<file path="config.mk">
export PLATFORM = sky130hd
export DESIGN_NAME = int_to_single_float_convert
export DESIGN_NICKNAME = d
export VERILOG_FILES = /design/src/itsf_pkg.sv /design/src/int_to_single_float_convert.sv /design/src/itsf_magnitude.sv /design/src/itsf_lead_detect.sv /design/src/itsf_normalize.sv /design/src/itsf_round.sv
export SDC_FILE = /design/constraint.sdc
export NUM_CORES = 1
export LEC_CHECK = 0
export BUFFER_PORTS_ARGS = -buffer_cell sky130_fd_sc_hd__buf_2
export CAP_MARGIN = 25
export CELL_PAD_IN_SITES_DETAIL_PLACEMENT = 1
export CELL_PAD_IN_SITES_GLOBAL_PLACEMENT = 2
export CORE_UTILIZATION = 41
export CTS_BUF_LIST = sky130_fd_sc_hd__clkbuf_16
export DETAILED_ROUTE_END_ITERATION = 6
export HOLD_SLACK_MARGIN = 0.12
export PLACE_DENSITY_LB_ADDON = 0.1
export SLEW_MARGIN = 20
export SYNTH_ARGS = -nofsm -noshare
export SYNTH_HDL_FRONTEND = slang
export SYNTH_SLANG_ARGS = --single-unit
</file>
<file path="constraint.sdc">
create_clock -name clk_i -period 4.1 [get_ports clk_i]
set_clock_uncertainty 0.1 [all_clocks]
set_input_delay 0.615 -clock clk_i [delete_from_list [all_inputs] [get_ports clk_i]]
set_output_delay 0.615 -clock clk_i [all_outputs]
set_load 0.05 [all_outputs]
</file>
<file path="src/itsf_pkg.sv">
`default_nettype none

package itsf_pkg;

  localparam int unsigned WordW  = 32;
  localparam int unsigned PosW   = $clog2(WordW);
  localparam int unsigned ExpW   = 8;
  localparam int unsigned FracW  = 23;
  localparam int unsigned SigW   = FracW + 1;
  localparam int unsigned DropW  = WordW - SigW;
  localparam logic [ExpW-1:0] ExpBias = 8'd127;

  typedef enum logic {
    OP_UNSIGNED = 1'b0,
    OP_SIGNED   = 1'b1
  } opcode_e;

  // sign and magnitude of the integer
  typedef struct packed {
    logic             sign;
    logic             zero;
    logic [WordW-1:0] mag;
  } mag_stage_t;

  // magnitude with the position of its leading one
  typedef struct packed {
    logic             sign;
    logic             zero;
    logic [PosW-1:0]  pos;
    logic [WordW-1:0] mag;
  } pos_stage_t;

  // magnitude shifted so that the leading one sits in the top bit
  typedef struct packed {
    logic             sign;
    logic             zero;
    logic [PosW-1:0]  pos;
    logic [WordW-1:0] norm;
  } norm_stage_t;

endpackage

`default_nettype wire

</file>
<file path="src/int_to_single_float_convert.sv">
`default_nettype none

// Integer to IEEE-754 single-precision converter.
//
// Input channel (in_valid_i / in_ready_o): one transaction carries a 32-bit
// word in int_word_i and opcode_i, which selects unsigned (OP_UNSIGNED) or
// two's complement (OP_SIGNED) reading. Output channel (out_valid_o /
// out_ready_i): one transaction per input, float_bits_o holds the single
// bits, rounded to nearest even. Zero gives +0.
//
// Four register stages: sign and magnitude, leading-one search, normalize
// shift, round and pack. Throughput is one transaction per cycle while the
// receiver holds out_ready_i high.
//
// Each stage carries its own valid bit and advances when it is empty or its
// successor takes its data, so a stalled receiver holds the last stage and
// lets bubbles ahead of it fill before in_ready_o drops. Nothing is dropped
// or repeated. Reset clears all valid bits; the data registers are not reset.
module int_to_single_float_convert
  import itsf_pkg::*;
(
  input  wire logic             clk_i,
  input  wire logic             rst_ni,
  input  wire logic             in_valid_i,
  output      logic             in_ready_o,
  input  wire logic             opcode_i,
  input  wire logic [WordW-1:0] int_word_i,
  output      logic             out_valid_o,
  input  wire logic             out_ready_i,
  output      logic [WordW-1:0] float_bits_o
);

  // stage 1 -> 2
  logic        mag_valid;
  logic        mag_ready;
  mag_stage_t  mag_data;
  // stage 2 -> 3
  logic        pos_valid;
  logic        pos_ready;
  pos_stage_t  pos_data;
  // stage 3 -> 4
  logic        norm_valid;
  logic        norm_ready;
  norm_stage_t norm_data;

  // take the sign and form the magnitude
  itsf_magnitude u_magnitude (
    .clk_i       (clk_i),
    .rst_ni      (rst_ni),
    .in_valid_i  (in_valid_i),
    .in_ready_o  (in_ready_o),
    .opcode_i    (opcode_i),
    .int_word_i  (int_word_i),
    .out_valid_o (mag_valid),
    .out_ready_i (mag_ready),
    .out_data_o  (mag_data)
  );

  // locate the leading one; its position sets the exponent
  itsf_lead_detect u_lead_detect (
    .clk_i       (clk_i),
    .rst_ni      (rst_ni),
    .in_valid_i  (mag_valid),
    .in_ready_o  (mag_ready),
    .in_data_i   (mag_data),
    .out_valid_o (pos_valid),
    .out_ready_i (pos_ready),
    .out_data_o  (pos_data)
  );

  // align the leading one to the top bit
  itsf_normalize u_normalize (
    .clk_i       (clk_i),
    .rst_ni      (rst_ni),
    .in_valid_i  (pos_valid),
    .in_ready_o  (pos_ready),
    .in_data_i   (pos_data),
    .out_valid_o (norm_valid),
    .out_ready_i (norm_ready),
    .out_data_o  (norm_data)
  );

  // round the significand and pack sign, exponent and fraction
  itsf_round u_round (
    .clk_i        (clk_i),
    .rst_ni       (rst_ni),
    .in_valid_i   (norm_valid),
    .in_ready_o   (norm_ready),
    .in_data_i    (norm_data),
    .out_valid_o  (out_valid_o),
    .out_ready_i  (out_ready_i),
    .float_bits_o (float_bits_o)
  );

endmodule

`default_nettype wire

</file>
<file path="src/itsf_magnitude.sv">
`default_nettype none

module itsf_magnitude
  import itsf_pkg::*;
(
  input  wire logic             clk_i,
  input  wire logic             rst_ni,
  input  wire logic             in_valid_i,
  output      logic             in_ready_o,
  input  wire logic             opcode_i,
  input  wire logic [WordW-1:0] int_word_i,
  output      logic             out_valid_o,
  input  wire logic             out_ready_i,
  output      mag_stage_t       out_data_o
);

  logic       valid_q;
  mag_stage_t data_q;
  mag_stage_t data_d;

  always_comb begin
    data_d.sign = (opcode_i == OP_SIGNED) && int_word_i[WordW-1];
    data_d.zero = (int_word_i == '0);
    data_d.mag  = data_d.sign ? ('0 - int_word_i) : int_word_i;
  end

  assign in_ready_o = !valid_q || out_ready_i;

  always_ff @(posedge clk_i or negedge rst_ni) begin
    if (!rst_ni) begin
      valid_q <= 1'b0;
    end else if (in_ready_o) begin
      valid_q <= in_valid_i;
    end
  end

  always_ff @(posedge clk_i) begin
    if (in_valid_i && in_ready_o) begin
      data_q <= data_d;
    end
  end

  assign out_valid_o = valid_q;
  assign out_data_o  = data_q;

  // an unsigned reading never yields a negative value
  assert property (@(posedge clk_i) disable iff (!rst_ni)
    (in_valid_i && in_ready_o && opcode_i == OP_UNSIGNED) |=> !data_q.sign)
    else $error("unsigned transaction produced a sign bit");

endmodule

`default_nettype wire

</file>
<file path="src/itsf_lead_detect.sv">
`default_nettype none

module itsf_lead_detect
  import itsf_pkg::*;
(
  input  wire logic        clk_i,
  input  wire logic        rst_ni,
  input  wire logic        in_valid_i,
  output      logic        in_ready_o,
  input  wire mag_stage_t  in_data_i,
  output      logic        out_valid_o,
  input  wire logic        out_ready_i,
  output      pos_stage_t  out_data_o
);

  logic       valid_q;
  pos_stage_t data_q;
  pos_stage_t data_d;

  // binary search for the leading one, halving the window each step
  always_comb begin
    logic [15:0] s16;
    logic [7:0]  s8;
    logic [3:0]  s4;
    logic [1:0]  s2;
    data_d.sign   = in_data_i.sign;
    data_d.zero   = in_data_i.zero;
    data_d.mag    = in_data_i.mag;
    data_d.pos[4] = |in_data_i.mag[31:16];
    s16           = data_d.pos[4] ? in_data_i.mag[31:16] : in_data_i.mag[15:0];
    data_d.pos[3] = |s16[15:8];
    s8            = data_d.pos[3] ? s16[15:8] : s16[7:0];
    data_d.pos[2] = |s8[7:4];
    s4            = data_d.pos[2] ? s8[7:4] : s8[3:0];
    data_d.pos[1] = |s4[3:2];
    s2            = data_d.pos[1] ? s4[3:2] : s4[1:0];
    data_d.pos[0] = s2[1];
  end

  assign in_ready_o = !valid_q || out_ready_i;

  always_ff @(posedge clk_i or negedge rst_ni) begin
    if (!rst_ni) begin
      valid_q <= 1'b0;
    end else if (in_ready_o) begin
      valid_q <= in_valid_i;
    end
  end

  always_ff @(posedge clk_i) begin
    if (in_valid_i && in_ready_o) begin
      data_q <= data_d;
    end
  end

  assign out_valid_o = valid_q;
  assign out_data_o  = data_q;

  // the found position holds a one and nothing above it is set
  assert property (@(posedge clk_i) disable iff (!rst_ni)
    (valid_q && !data_q.zero) |->
      (data_q.mag[data_q.pos] && ((data_q.mag >> data_q.pos) == 32'd1)))
    else $error("leading one position is wrong");

endmodule

`default_nettype wire

</file>
<file path="src/itsf_normalize.sv">
`default_nettype none

module itsf_normalize
  import itsf_pkg::*;
(
  input  wire logic        clk_i,
  input  wire logic        rst_ni,
  input  wire logic        in_valid_i,
  output      logic        in_ready_o,
  input  wire pos_stage_t  in_data_i,
  output      logic        out_valid_o,
  input  wire logic        out_ready_i,
  output      norm_stage_t out_data_o
);

  logic        valid_q;
  norm_stage_t data_q;
  norm_stage_t data_d;

  // shift by (WordW-1 - pos), which is the bitwise inverse of pos
  always_comb begin
    data_d.sign = in_data_i.sign;
    data_d.zero = in_data_i.zero;
    data_d.pos  = in_data_i.pos;
    data_d.norm = in_data_i.mag << (~in_data_i.pos);
  end

  assign in_ready_o = !valid_q || out_ready_i;

  always_ff @(posedge clk_i or negedge rst_ni) begin
    if (!rst_ni) begin
      valid_q <= 1'b0;
    end else if (in_ready_o) begin
      valid_q <= in_valid_i;
    end
  end

  always_ff @(posedge clk_i) begin
    if (in_valid_i && in_ready_o) begin
      data_q <= data_d;
    end
  end

  assign out_valid_o = valid_q;
  assign out_data_o  = data_q;

endmodule

`default_nettype wire

</file>
<file path="src/itsf_round.sv">
`default_nettype none

module itsf_round
  import itsf_pkg::*;
(
  input  wire logic             clk_i,
  input  wire logic             rst_ni,
  input  wire logic             in_valid_i,
  output      logic             in_ready_o,
  input  wire norm_stage_t      in_data_i,
  output      logic             out_valid_o,
  input  wire logic             out_ready_i,
  output      logic [WordW-1:0] float_bits_o
);

  logic             valid_q;
  logic [WordW-1:0] float_q;
  logic [WordW-1:0] float_d;

  // round to nearest even on the dropped bits; a carry bumps the exponent
  always_comb begin
    logic            guard;
    logic            sticky;
    logic            round_up;
    logic [SigW:0]   sum;
    logic [ExpW-1:0] expo;
    guard    = in_data_i.norm[DropW-1];
    sticky   = |in_data_i.norm[DropW-2:0];
    round_up = guard && (sticky || in_data_i.norm[DropW]);
    sum      = {1'b0, in_data_i.norm[WordW-1:DropW]} + {{SigW{1'b0}}, round_up};
    expo     = {{(ExpW-PosW){1'b0}}, in_data_i.pos} + ExpBias
               + {{(ExpW-1){1'b0}}, sum[SigW]};
    float_d  = in_data_i.zero ? '0 : {in_data_i.sign, expo, sum[FracW-1:0]};
  end

  assign in_ready_o = !valid_q || out_ready_i;

  always_ff @(posedge clk_i or negedge rst_ni) begin
    if (!rst_ni) begin
      valid_q <= 1'b0;
    end else if (in_ready_o) begin
      valid_q <= in_valid_i;
    end
  end

  always_ff @(posedge clk_i) begin
    if (in_valid_i && in_ready_o) begin
      float_q <= float_d;
    end
  end

  assign out_valid_o  = valid_q;
  assign float_bits_o = float_q;

  // a 32-bit integer never reaches an exponent above 2^32
  assert property (@(posedge clk_i) disable iff (!rst_ni)
    valid_q |-> (float_q[30:23] <= 8'd159))
    else $error("exponent out of integer range");

  // no subnormal or signed-zero results: zero exponent means all bits zero
  assert property (@(posedge clk_i) disable iff (!rst_ni)
    (valid_q && float_q[30:23] == '0) |-> (float_q == '0))
    else $error("zero exponent with nonzero bits");

endmodule

`default_nettype wire

</file>
==> results.toml <==
[detailed_routing]
ant_nets = 0
drt_wl_total_mm = 16.62
drtIter0Drc = 198
drc_errors = 12
dr_total_vias = 5183
detail_route.wl_per_cell_um = 17.48
dr.pass1.iters = 6
via_per_inst = 5.450

[clock_network]
clk_pin_slew_ns = 0.06
root_buffer = "clkbuf_16"
cts_max_level = 4
cts_tree = "done"
cts_buffers = 17
worst_skew_pair.late_latency_ns = 0.43
cts_resized = 0
cts_buffer_depth = 2
cts_num_sinks = 148
post_cts_buffers = 0
hold_buffers = 1

[placement]
dp_hpwl_mm = 13.00
place_area_um2 = 8255
place.gp.congestion = 0.8683
numPortBuffers = 70

[cells_and_area]
finalInstanceArea_um2 = 8828
fill_cells = 1926
regArea_um2 = 4424
syn_to_final_growth_pct = 15.71
final_cell_mix = "edfxtp_1, nor2_1, buf_2, nand2_1, mux2i_1"
drive_above_1_share_pct = 19.11
nNetsFinal = 750
multi_input_area_um2 = 3055
layout_commonest_cell = "edfxtp_1"
n_antenna_cell = 0

[timing]
setup_viol = 0
worst_pin_slew_ns = 0.9754
slew_headroom_pct = 34.97
period_share_pct = 73.94
timing_hold_violations_final = 0
fmax_mhz = 329.9
grt_setup_unrepaired = "false"
tns_ns = 0
fin_crit_ns = 3.031
slew_viol_final = 0

[worst_setup_path]
end_kind = "flip-flop"
critPathMaxStageDelay_ns = 0.36
crit_chain = "and2_1 > ha_1 > nand2_1 > nor4_1 > buf_4 > nand2_1 > nor3_1 > nand3_1 > ha_1 > ha_1 > nand2_1 > xor2_1 > nor2_1"
worstSetupPathType = "reg -> reg"
critPathArrivalTime_ns = 3.07
cp_data_required_time_ns = 4.14
startpoint_type = "flip-flop"
crit_slowest_cell = "edfxtp_1"
critPathMaxFanout = 5

[pwr]
p_leak_nw = 3.248
ir_drop_mv = 0.2873
power_density_nw_per_um2 = 495.7

[hold_path]
hp-class = "in -> reg"

[floorplan]
die_area_um2 = 19160
die_h_um = 138.4
rows = 49
coreArea_um2 = 18090
boundaryPins = 71
initial_core_util_pct = 42.19
die_w_um = 138.4

[yosys]
synth-edff-count = 144
synth.ff_latch_count = 148
async_flop_share_pct = 2.703
synth.area.top_cells = "edfxtp_1, mux2i_1, mux4_2"
yosysTopAreaCell = "edfxtp_1"
avgSynthCellArea_um2 = 12.03
synth-warning-count = 0
synth_area_um2 = 7630
ys.flop_type = "edfxtp_1"
seq_area_frac_synth_pct = 57.99
synth_top_cell_area_share_pct = 56.67
synth.distinct_cells = 54
netlist_instances = 634
synth_nets = 675

[global_route]
grt_util_all_layers_pct = 18.51
grt_pass1_vias = 5472
grt_max_degree = 40
grt_pass1_wl_mm = 27.57
antenna_found_initial = 0
gr-total-overflow = 0

[status]
status = "finished, violations left"
violations = "DRC"

[job]
drv_cap = 0
## metal layers
metal	vias up	global-route usage [%]	part of all wire [%]
met4	0	10.41	3.2
met3	30	3.498	2.6
met2	92	34.12	54
li1	2539	-	-
met1	2522	19.89	41
met5	-	0	0
## cells by family (layout without fill, tap and decap cells)
| logic type | after synthesis | after routing | share of synthesized area, % |
|---|---|---|---|
| compound gates | 106 | 106 | 8.511 |
| mux | 59 | 59 | 10.48 |
| xor+xnor | 48 | 48 | 5.510 |
| buf+inv | 39 | 127 | 2.001 |
| fa+ha+maj | 4 | 4 | 0.6560 |
| simple gates | 230 | 230 | 14.86 |
| flops | 148 | 148 | 57.99 |
## final cells by class
type	count	share of cell area, %
Sequential cell	148	50.11
Inverter	11	0.4677
Timing Repair Buffer	84	5.187
Clock buffer	17	4.819
Clock inverter	15	1.559
Tap cell	229	3.245
Multi-Input combinational cell	447	34.61
## worst max-delay path, delay by kind of cell, from the launching register on
kind | cells | cell delay, ns
AND/OR/NAND/NOR | 8 | 1.24
XOR/XNOR | 1 | 0.15
flip-flops | 1 | 0.36
adder cells (fa/ha/maj) | 3 | 0.68
buffers and inverters | 1 | 0.20
## synthesized netlist by cell type (3+ instances only)
library cell,instances
edfxtp_1,144
nor2_1,77
nand2_1,55
mux2i_1,36
o21ai_0,34
a21oi_1,31
xor2_1,27
xnor2_1,21
nand3_1,20
clkbuf_1,16
mux4_2,16
inv_1,11
nor4_1,10
nor2b_1,8
nor3_1,8
buf_1,7
mux2_2,7
nand4_1,7
or3_1,7
or4_1,7
and2_1,6
nand2b_1,6
o22ai_1,6
a311o_1,5
buf_2,5
a31oi_1,4
and3_1,4
dfrtp_1,4
ha_1,4
o211ai_1,4
o21ai_1,4
a211oi_1,3
and4_1,3
o31ai_1,3
## sequential cells by signal (all words and copies together), names as in the netlist
signal / count
u_round.float_bits_o: 32
u_normalize.out_valid_o: 1
u_round.out_valid_o: 1
u_lead_detect.out_valid_o: 1
u_magnitude.out_valid_o: 1
u_magnitude.out_data_o: 34
u_lead_detect.out_data_o: 39
u_normalize.out_data_o: 39
## power breakdown
part / total [mW] / leakage, nW / internal, mW / switching (mW)
Combinational: 0.831 / 1.51 / 0.290 / 0.541
Sequential: 2.05 / 1.43 / 1.92 / 0.128
Clock: 1.49 / 0.302 / 0.930 / 0.562
## final timing paths
check | from | endpoint | slack (ns) | cells past startpoint
max in group asynchronous | rst_ni | u_normalize.out_valid_o | 3.35 | 2
min in group asynchronous | rst_ni | u_magnitude.out_valid_o | 0.43 | 2
setup reg to reg | u_normalize.out_data_o[8] | u_round.float_bits_o[27] | 1.07 | 13
setup / recovery | u_normalize.out_data_o[8] | u_round.float_bits_o[27] | 1.07 | 13
hold / removal | in_valid_i | u_magnitude.out_valid_o | 0.30 | 2
hold reg to reg | u_magnitude.out_data_o[32] | u_lead_detect.out_data_o[37] | 0.33 | 0
## metrics by stage
step | std cells | setup slack [ns] | total power [mW] | hold slack (ns) | util, %
6_report | 951 | 1.069 | 4.376 | 0.2996 | 48.81
5_1_grt | 951 | 0.8259 | 4.568 | 0.2938 | 48.81
4_1_cts | 951 | 1.011 | 4.424 | 0.2823 | 48.81
3_5_place_dp | 918 | 1.050 | 2.928 | 0.3162 | 45.65
3_3_place_gp | 918 | 1.112 | 2.900 | 0.3077 | 45.65
2_1_floorplan | 634 | 1.191 | 2.667 | 0.2194 | -
(Power assumes the default switching activity.)
